**config.mk**
```make
export PLATFORM = sky130hd
export DESIGN_NAME = swm_cell
export DESIGN_NICKNAME = d
export VERILOG_FILES = /design/src/sv/swm_pkg.sv /design/src/sv/swm_cell.sv
export SDC_FILE = /design/constraint.sdc
export NUM_CORES = 1
export LEC_CHECK = 0
export BUFFER_PORTS_ARGS = -buffer_cell sky130_fd_sc_hd__clkbuf_2
export CORE_MARGIN = 1
export CORE_UTILIZATION = 30
export CTS_CLUSTER_DIAMETER = 100
export CTS_CLUSTER_SIZE = 30
export DETAILED_ROUTE_END_ITERATION = 8
export SYNTH_ARGS = -nofsm -noshare
export SYNTH_HDL_FRONTEND = slang
export SYNTH_SLANG_ARGS = --single-unit
```
**constraint.sdc**
```tcl
create_clock -name clk -period 5.1 [get_ports clk]
set_clock_uncertainty 0.2 [all_clocks]
set_input_delay 0.51 -clock clk [delete_from_list [all_inputs] [get_ports clk]]
set_output_delay 0.51 -clock clk [all_outputs]
set_load 0.05 [all_outputs]
```
**src/sv/swm_pkg.sv**
```systemverilog
// Shared types and constants for the sliding window median filter.
`default_nettype none

package swm_pkg;

  localparam int MAX_WINDOW_DEF  = 64;
  localparam int SAMPLE_BITS_DEF = 32;
  localparam int CFG_W           = 7;

  localparam logic [CFG_W-1:0] WINDOW_RESET = 7'd3;

  // Control bits handed from one cell to the next one up the chain.
  typedef struct packed {
    logic removed;  // oldest entry removed at or below this cell
    logic gt;       // compacted entry here is above the new sample, or the slot is empty
  } swm_link_t;

endpackage

`default_nettype wire

```
**src/sv/swm_cell.sv**
```systemverilog
// One cell of the sorted window: holds a sample and its age, shifts on insert/remove.
`default_nettype none

module swm_cell
  import swm_pkg::*;
#(
  parameter int SAMPLE_BITS = SAMPLE_BITS_DEF,
  parameter int AGE_W       = 6
) (
  input  logic                   clk,
  input  logic                   load,
  input  logic                   hold_valid,
  input  logic                   comp_valid,
  input  logic                   full,
  input  logic [AGE_W-1:0]       oldest_age,
  input  logic [SAMPLE_BITS-1:0] new_val,
  input  logic [SAMPLE_BITS-1:0] up_val,
  input  logic [AGE_W-1:0]       up_age,
  input  swm_link_t              left_link,
  input  logic [SAMPLE_BITS-1:0] left_cval,
  input  logic [AGE_W-1:0]       left_cage,
  output swm_link_t              link,
  output logic [SAMPLE_BITS-1:0] cval,
  output logic [AGE_W-1:0]       cage,
  output logic [SAMPLE_BITS-1:0] val,
  output logic [AGE_W-1:0]       age
);

  logic                   rm;
  logic [SAMPLE_BITS-1:0] val_next;
  logic [AGE_W-1:0]       age_next;

  assign rm           = full && hold_valid && (age == oldest_age);
  assign link.removed = left_link.removed || rm;
  assign cval         = link.removed ? up_val : val;
  assign cage         = link.removed ? up_age : age;
  assign link.gt      = !(comp_valid && ($signed(cval) <= $signed(new_val)));

  always_comb begin
    if (link.gt) begin
      if (left_link.gt) begin
        val_next = left_cval;
        age_next = left_cage + AGE_W'(1);
      end else begin
        val_next = new_val;
        age_next = '0;
      end
    end else begin
      val_next = cval;
      age_next = cage + AGE_W'(1);
    end
  end

  always_ff @(posedge clk) begin
    if (load) begin
      val <= val_next;
      age <= age_next;
    end
  end

endmodule

`default_nettype wire

```
==> metrics, run 1 <==
Logic pwr share=43.5%; drt total wl=9988 microns; IO buf count=198; vias per cell=4.714; ys async rst share=0%; Post-Syn Nets=518; pin count of the biggest net entering global routing=70; area added between synthesis and finish=35.97%; number of global-route vias before repair=3,369; multi-input logic area=2230 sq um; Main synth FF type=edfxtp_1; Setup CP Type=reg -> out; Post-CTS Setup Inserts=0; Hold Crit Class=in -> reg; clock sinks=38; ranking of synthesized cells by area=edfxtp_1, mux2_2, ha_1; max-cap violations=0; share of layout cells above drive strength 1=50.99%; DR top layer=met4; violated checks=DRC; global-route wire length before repair=16,280 microns; routed wl met2=4794 microns; Max Fclk=213.4 MHz; placed wire-length estimate=7783 microns; Slew @ Worst Pin=1078 ps; cts hold-fix bufs=0; CTS root buffer=clkbuf_16; Synth area leader=edfxtp_1; count leader, synth=mux2_2; Skew-Pair Late Insertion Delay=290 ps; number of synthesized flops with an enable pin=38; clock slew at reported path FFs=60 ps; Max VDD drop=0.0001269 V; Slew Limit Fails=0; Data arrival, critical path=3980 ps; Pwr Density=296.7 nW/um^2; DR vias=3,300; outcome=finished, violations left; Yosys cell types=33; cts bufs inserted=5; drt first-iter violations=122; CP required=4390 ps; Core ar.=11,560 sq um; gr ovfl total=0; yosys warns=0; TritonCTS clock tree=done; post-synth top area share=31.55%; Std-Cell Rows=39; cell internal pwr=884.7 uW; Psw=574.6 uW; Slew headroom=28.13%; WL met1=4378 microns; gpl congestion=0.7962; crit end category=output pin; worst-path fanout max=17; sequential share of the synthesized area=31.55%; H-tree levels=2; Commonest cells post-synth=mux2_2, nand2_1, inv_1, edfxtp_1, o21ai_0; DRC Markers=16; Setup-failing EPs final=0; met3 routed WL=661 microns; DIE WIDTH=111.8 microns; global-route usage over all layers=16.18%; Reg power frac=28.3%; leakage power=2.458 nW; # diodes=0; Initial Util=31.28%; Final #Nets=711; Synth Instances=363; DRT Pass-1 Iters=6; final-layout fill cell count=1,167; Final Hold Vio Count=0; Clk network pwr share=28.2%; deepest clock path buffer count=2; post-route antenna net violation count=0; initial antenna violation count=0; Netlist Area Pre-Place=3617 sq um; IO Count=199; synthesized flop and latch total=38; CTS resizes=0; Worst setup SP type=flip-flop; Final period util=91.89%; Post-Syn Area per Cell=9.965 sq um; final setup TNS=0 ps; worst hold slack=401.7 ps; switching part of the total=39.38%; Die Ht=111.8 microns; RSZ-0062 raised after global routing=false; die area=12,500 sq um; flip-flop and latch area=1141 sq um; DR WL/cell=14.27 microns; crit path time final=4686 ps
power by group through the flow:
stage	Combinational (mW)	Sequential [mW]	Clock, mW
6_report	0.634	0.413	0.412
5_1_grt	0.682	0.418	0.437
4_1_cts	0.640	0.414	0.425
3_5_place_dp	0.638	0.420	0
3_3_place_gp	0.630	0.419	0
2_1_floorplan	0.364	0.527	0
cells by family (layout without fill, tap and decap cells):
| family | count (synthesis) | count (layout) | synth area share, % |
|---|---|---|---|
| buffers and inverters | 55 | 249 | 7.229 |
| AO/OA/AOI/OAI | 60 | 60 | 9.754 |
| flip-flops | 38 | 38 | 31.55 |
| multiplexers | 78 | 78 | 25.53 |
| AND/OR/NAND/NOR | 81 | 81 | 10.07 |
| XOR/XNOR | 17 | 17 | 4.116 |
| adder cells (fa/ha/maj) | 34 | 34 | 11.76 |
cells in the final DEF (no fill, tap or decap), drive strengths merged:
cell type	instances
nand4	6
a21o	2
a31oi	1
mux2	69
o211a	1
nor2	7
a22oi	1
nand2b	2
nor2b	1
a311o	1
mux2i	9
xor2	7
a21oi	13
inv	39
edfxtp	38
a221oi	1
ha	34
or2	1
xnor2	10
clkbuf	203
nor4	3
nand3	8
and4	1
bufinv	2
buf	4
o21ai	38
a41oi	1
o211ai	1
nand2	52
clkinv	1
metal layers:
metal / up-vias / track usage (%)
met1: 1487 / 19.45
met2: 125 / 28.65
met4: 0 / 4.595
met5: - / 0
met3: 11 / 3.756
li1: 1677 / -
flip-flops by register name, indices dropped and copies added, names as in the netlist:
name	count
val	32
age	6
through the flow:
| stage | instances | area [sq um] | setup WS [ps] | util [%] | power [mW] |
|---|---|---|---|---|---|
| after floorplan | 363 | 3617 | 424.5 | - | 0.8915 |
| after global placement | 692 | 4723 | 458.8 | 40.84 | 1.049 |
| after detailed placement | 692 | 4723 | 433.0 | 40.84 | 1.057 |
| after CTS | 700 | 4912 | 316.6 | 42.48 | 1.479 |
| after global routing | 700 | 4918 | 108.1 | 42.53 | 1.536 |
| final | 700 | 4918 | 413.6 | 42.53 | 1.459 |
final timing paths:
kind                     from                to  slack (ps)  cells past startpoint
max          age[3]$_DFFE_PP_           link[0]         410                     13
min              left_cval[0]  val[0]$_DFFE_PP_         400                      3
max reg2reg  age[3]$_DFFE_PP_  val[6]$_DFFE_PP_         580                     13
min reg2reg  val[0]$_DFFE_PP_  val[0]$_DFFE_PP_         540                      2
critical path, cell delays in order, from the launching register on:
cell and delay, ps:
edfxtp_1 500, xor2_1 190, nor4_2 390, a41oi_4 150, buf_4 250, mux2_4 350
ha_1 320, nand4_1 150, nor4_2 430, nand2_1 120, a311o_1 420, o211ai_4 120
inv_1 70, clkbuf_2 230
layout make-up:
| cell class | instances | area share [%] |
|---|---|---|
| multi-input combinational | 270 | 45.33 |
| sequential | 38 | 23.20 |
| timing repair buffer | 202 | 21.01 |
| tap | 143 | 3.638 |
| inverter | 39 | 2.976 |
| clock buffer | 5 | 2.544 |
| clock inverter | 3 | 1.297 |
Note: power is estimated with default switching activity, not from simulation.
==> inputs of run 2 (changes only) <==
--- a/config.mk
+++ b/config.mk
@@ -7,10 +7,11 @@
 export LEC_CHECK = 0
 export BUFFER_PORTS_ARGS = -buffer_cell sky130_fd_sc_hd__clkbuf_2
 export CORE_MARGIN = 1
-export CORE_UTILIZATION = 30
+export CORE_UTILIZATION = 41
 export CTS_CLUSTER_DIAMETER = 100
 export CTS_CLUSTER_SIZE = 30
 export DETAILED_ROUTE_END_ITERATION = 8
+export PLACE_DENSITY = 0.78
 export SYNTH_ARGS = -nofsm -noshare
 export SYNTH_HDL_FRONTEND = slang
 export SYNTH_SLANG_ARGS = --single-unit
==> constraint.sdc (replaced) <==
create_clock -name clk -period 4.25 [get_ports clk]
set_clock_uncertainty 0.2 [all_clocks]
set_input_delay 0.425 -clock clk [delete_from_list [all_inputs] [get_ports clk]]
set_output_delay 0.425 -clock clk [all_outputs]
set_load 0.05 [all_outputs]
==> metrics, run 2 (synthesis results as in run 1) <==
share of layout cells above drive strength 1=56.59% (+5.6 points); drt total wl=10,910 microns (+9.2%); Slew Limit Fails=0 (unchanged); Max Fclk=232.3 MHz; placed wire-length estimate=8345 microns (+7.2%); Std-Cell Rows=33 (-15%); final-layout fill cell count=704 (-40%); RR Startpoint=age[3]$_DFFE_PP_; Skew-Pair Late Insertion Delay=290 ps (about the same); Max stage delay cell, worst path=edfxtp_1; Core ar.=8382 sq um (-28%); initial antenna violation count=0 (unchanged); most used routing layer=met2; commonest non-fill, non-tap cells in the layout=clkbuf_2, mux2_2, nand2_1; TritonCTS clock tree=done; number of global-route vias before repair=3,446 (+2.3%); max-cap violations=0 (unchanged); CP required=3620 ps (-770 ps); crit end category=output pin; Die Ht=95.93 microns (-14%); leakage power=2.642 nW (+7.5%); Final #Nets=746 (+4.9%); DRC Markers=0 (-16); RSZ-0062 raised after global routing=true; finished layout cell area=5354 sq um (+8.9%); IO buf count=198 (unchanged); DIE WIDTH=95.93 microns (-14%); worst-path fanout max=10 (-7); Worst Setup Slack, final=-53.92 ps (-467.5 ps); met2 GRT Util=42.62% (+14 points); grt met1 use=24.67% (+5.2 points); Setup-failing EPs final=1 (+1); post-route insts no fill=697 (-0.43%); Data arrival, critical path=3680 ps (-300 ps); global-route usage over all layers=22.35% (+6.2 points); crit path time final=4304 ps; global-route wire length before repair=15,700 microns (-3.5%); cts bufs inserted=5 (unchanged); area added between synthesis and finish=48.01%; CP cell instances=xor2_2 -> nor4_2 -> buf_4 -> a41oi_4 -> buf_12 -> buf_16 -> mux2_2 -> ha_1 -> nand2_1 -> o21ai_0 -> a22oi_1 -> a311o_1 -> o211ai_4 -> clkinvlp_4 -> clkbuf_16; final setup TNS=-53.92 ps (-53.92 ps); Setup CP Type=reg -> out; gpl congestion=0.7594 (-4.6%); Worst setup SP type=flip-flop; cts hold-fix bufs=0 (unchanged); Slew @ Worst Pin=1182 ps (+103.5 ps); Final Hold Vio Count=0 (unchanged); post-route antenna net violation count=0 (unchanged); clock slew at reported path FFs=80 ps (+20 ps); Initial Util=43.16% (+12 points); H-tree levels=2 (unchanged); DR WL/cell=15.65 microns (+9.7%); die area=9203 sq um (-26%); IO Count=199 (unchanged); clock sinks=38 (unchanged); flip-flop and latch area=1141 sq um (unchanged); Hold Path Depth=4 (+1); routing usage on met3=5.766% (+2.0 points); pin count of the biggest net entering global routing=70 (unchanged); Largest Register=val; R2R cell count=16 (+3); Hold Crit Class=in -> reg; violated checks=setup timing; gr ovfl total=0 (unchanged); DRT Pass-1 Iters=4 (-2); DR vias=3,514 (+6.5%); # diodes=0 (unchanged); Largest register FFs=32 (unchanged); multi-input logic area=2410 sq um (+8.1%); fin util=63.88% (+21 points); most common cell after layout, fill and taps aside=clkbuf_2; largest registers=val: 32 flops, age: 6 flops; Max VDD drop=0.0001856 V (+46%); Crit path largest cell delay=430 ps (-70 ps); outcome=finished, violations left; Slew headroom=21.23% (-6.9 points); Pwr Density=302.0 nW/um^2 (+1.8%); Hold Startpoint=left_cval[29]; Final period util=101.3%; crit path launch=age[3]$_DFFE_PP_; vias per cell=5.042 (+6.9%); drt first-iter violations=100 (-18%); placed cells=677 (-2.2%); deepest clock path buffer count=2 (unchanged); CTS root buffer=clkbuf_8; Cell Area, Placed=4902 sq um (+3.8%)
## run 2: routing by layer
layer / part of all wire [%] / wire [microns]
met1: 40 / 4367
met2: 52 / 5653
met3: 7.2 / 789
met4: 0.87 / 95
met5: 0 / 0
## run 2: area by class of cell
cell class	instances	area share, %
Clock inverter	3	0.2103
Multi-Input combinational cell	270	45.01
Clock buffer	5	1.285
Tap cell	105	2.454
Sequential cell	38	21.31
Inverter	39	2.804
Timing Repair Buffer	237	26.92
## run 2: power breakdown
part | switching, mW | internal, mW
clock network | 0.136 | 0.110
logic | 0.541 | 0.338
registers | 0.0249 | 0.468
## run 2: repair_timing
action	in CTS	in global routing
gates cloned	1	3
setup endpoints to repair	1	39
endpoints found under the hold margin	0	0
buffers inserted	9	2
pin swaps	10	12
resized for setup	12	19
## run 2: path summary, 6_finish.rpt
| check | endpoint | slack (ps) |
|---|---|---|
| worst min register to register | val[14]$_DFFE_PP_ | 550 |
| worst max register to register | val[8]$_DFFE_PP_ | 30 |
| worst max-delay path | link[0] | -50 |
| worst min-delay path | val[29]$_DFFE_PP_ | 340 |
## run 2: metrics by stage
stage | setup slack (ps) | power, mW | hold WS (ps)
2_1_floorplan | -175.4 | 1.075 | 337.5
3_3_place_gp | 35.96 | 1.292 | 520.7
3_5_place_dp | -75.80 | 1.308 | 537.7
4_1_cts | -171.8 | 1.583 | 314.4
5_1_grt | -219.4 | 1.702 | 339.8
6_report | -53.92 | 1.617 | 335.2
## run 2: critical path, delay by kind of cell (launching register included)
kind	cells	cell delay, ps
buffers and inverters	5	780
adder cells (fa/ha/maj)	1	300
AND/OR/NAND/NOR	2	340
AO/OA/AOI/OAI	5	1050
multiplexers	1	290
flip-flops	1	430
XOR/XNOR	1	180
==> inputs of run 3 (changes only) <==
--- a/config.mk
+++ b/config.mk
@@ -11,7 +11,9 @@
 export CTS_CLUSTER_DIAMETER = 100
 export CTS_CLUSTER_SIZE = 30
 export DETAILED_ROUTE_END_ITERATION = 8
+export HOLD_SLACK_MARGIN = 0.03
 export PLACE_DENSITY = 0.78
 export SYNTH_ARGS = -nofsm -noshare
 export SYNTH_HDL_FRONTEND = slang
 export SYNTH_SLANG_ARGS = --single-unit
+export TNS_END_PERCENT = 10
==> constraint.sdc (replaced) <==
create_clock -name clk -period 4.25 [get_ports clk]
set_clock_uncertainty 0.2 [all_clocks]
set_input_delay 0.425 -clock clk [delete_from_list [all_inputs] [get_ports clk]]
set_output_delay 0.425 -clock clk [all_outputs]
set_load 0.01 [all_outputs]
==> metrics, run 3 (synthesis results as in run 1) <==
leakage power=2.670 nW (+1.1%); finished layout cell area=5259 sq um (-1.8%); worst hold slack=321.8 ps (-13.33 ps); # diodes=0 (unchanged); commonest non-fill, non-tap cells in the layout=clkbuf_2, nand2_1, inv_1; Slew headroom=20.10% (-1.1 points); RR Startpoint=age[2]$_DFFE_PP_; area added between synthesis and finish=45.38%; R2R cell count=16 (unchanged); crit path time final=4209 ps (-95.23 ps); CP endpoint=link[0]; DRT Pass-1 Iters=4 (unchanged); final setup TNS=0 ps (+53.92 ps); drt total wl=10,460 microns (-4.1%); DR WL/cell=15.25 microns (-2.5%); Largest register FFs=32 (unchanged); Crit path largest cell delay=430 ps (about the same); largest registers=val: 32 flops, age: 6 flops; Reg2Reg Setup Slack=70 ps (+40 ps); pre-CTS WS=-76.57 ps (-0.7736 ps); post-route insts no fill=686 (-1.6%); Largest Register=val; IO buf count=198 (unchanged); worst-path fanout max=7 (-3); Setup CP Type=reg -> out; clock sinks=38 (unchanged); CP required=3620 ps (about the same); clock slew at reported path FFs=90 ps (about the same); Cell Area, Placed=4768 sq um (-2.7%); Core ar.=8382 sq um (unchanged); Final period util=99.03% (-2.2 points); Std-Cell Rows=33 (unchanged); fin util=62.74% (-1.1 points); total power=1.493 mW (-7.7%); Initial Util=43.16% (unchanged); DRC Markers=0 (unchanged); Setup-failing EPs final=0 (-1); TritonCTS clock tree=done; Final #Nets=735 (-1.5%); max-cap violations=0 (unchanged); initial antenna violation count=0 (unchanged); vias per cell=5.073 (+0.62%); final-layout fill cell count=726 (+3.1%); placed cells=663 (-2.1%); RSZ-0062 raised after global routing=true; global-route wire length before repair=15,060 microns (-4.1%); pin count of the biggest net entering global routing=70 (unchanged); Max stage delay cell, worst path=edfxtp_1; DIE WIDTH=95.93 microns (unchanged); Slew Limit Fails=0 (unchanged); CTS root buffer=clkbuf_8; Worst setup SP type=flip-flop; number of global-route vias before repair=3,295 (-4.4%); gpl congestion=0.8592 (+13%); gr ovfl total=0 (unchanged); CP cell instances=xor2_1 -> nor4_2 -> a41oi_4 -> buf_12 -> buf_12 -> mux2_4 -> ha_4 -> nand4_1 -> buf_4 -> nor4_4 -> nand2_1 -> a311o_1 -> o211ai_4 -> inv_1 -> clkbuf_8; IO Count=199 (unchanged); cts bufs inserted=5 (unchanged); most common cell after layout, fill and taps aside=clkbuf_2; most used cell, CP=buf_12; Max VDD drop=0.0001668 V (-10%); global-route usage over all layers=21.10% (-1.2 points); Hold Path Depth=3 (-1); DR vias=3,480 (-0.97%); Slew @ Worst Pin=1199 ps (+16.92 ps); crit end category=output pin; placed wire-length estimate=7708 microns (-7.6%); Max Fclk=237.6 MHz (+2.3%); H-tree levels=2 (unchanged); Hold Crit Class=in -> reg; drt first-iter violations=98 (-2.0%); Worst Setup Slack, final=41.31 ps (+95.23 ps); Final Hold Vio Count=0 (unchanged); deepest clock path buffer count=2 (unchanged); post-route antenna net violation count=0 (unchanged); crit path launch=age[2]$_DFFE_PP_; outcome=completed; end of the worst register-to-register path=val[12]$_DFFE_PP_; Skew-Pair Late Insertion Delay=300 ps (about the same); Pwr Density=283.8 nW/um^2 (-6.0%); Data arrival, critical path=3580 ps (-100 ps); share of layout cells above drive strength 1=54.04% (-2.5 points); Die Ht=95.93 microns (unchanged); die area=9203 sq um (unchanged)
## run 3: worst max-delay path, delay by kind of cell (launching register included)
family / cells / cell delay, ps
and+or+nand+nor: 4 / 750
buffers and inverters: 5 / 720
AOI/OAI and AO/OA: 3 / 630
DFF: 1 / 430
muxes: 1 / 320
adders and majority gates: 1 / 270
xor gates and xnor gates: 1 / 170
## run 3: report_power, final
group          switching, mW  internal [mW]
clock                  0.144          0.235
sequential            0.0256          0.468
combinational          0.295          0.325
## run 3: area by class of cell
| class | instances | area, sq um | share of cell area [%] |
|---|---|---|---|
| Multi-Input combinational cell | 270 | 2362 | 44.92 |
| Clock inverter | 3 | 68.82 | 1.309 |
| Inverter | 39 | 146.4 | 2.784 |
| Sequential cell | 38 | 1141 | 21.70 |
| Clock buffer | 5 | 68.82 | 1.309 |
| Tap cell | 105 | 131.4 | 2.498 |
| Timing Repair Buffer | 226 | 1340 | 25.48 |
## run 3: metal layers
layer	GRT usage, %	share of wire, %	up-vias
li1	-	-	1722
met1	25.32	43	1609
met2	39.17	50	141
met3	3.397	5.8	8
met4	4.975	0.86	0
met5	0	0	-
## run 3: worst min-delay path by stage
stage,from,endpoint,slack [ps]
3_3_place_gp,val[0]$_DFFE_PP_,val[0]$_DFFE_PP_,510
4_1_cts,left_cval[0],val[0]$_DFFE_PP_,320
3_5_place_dp,val[14]$_DFFE_PP_,val[14]$_DFFE_PP_,530
5_1_grt,left_cval[22],val[22]$_DFFE_PP_,340
2_1_floorplan,load,age[0]$_DFFE_PP_,340
6_report,left_cval[0],val[0]$_DFFE_PP_,320
## run 3: what timing repair did
item	in CTS	in global routing
pin swaps	8	4
endpoints found under the setup margin	1	35
cloned	1	2
resized for setup	13	23
hold buffers	0	0
setup buffers	9	3
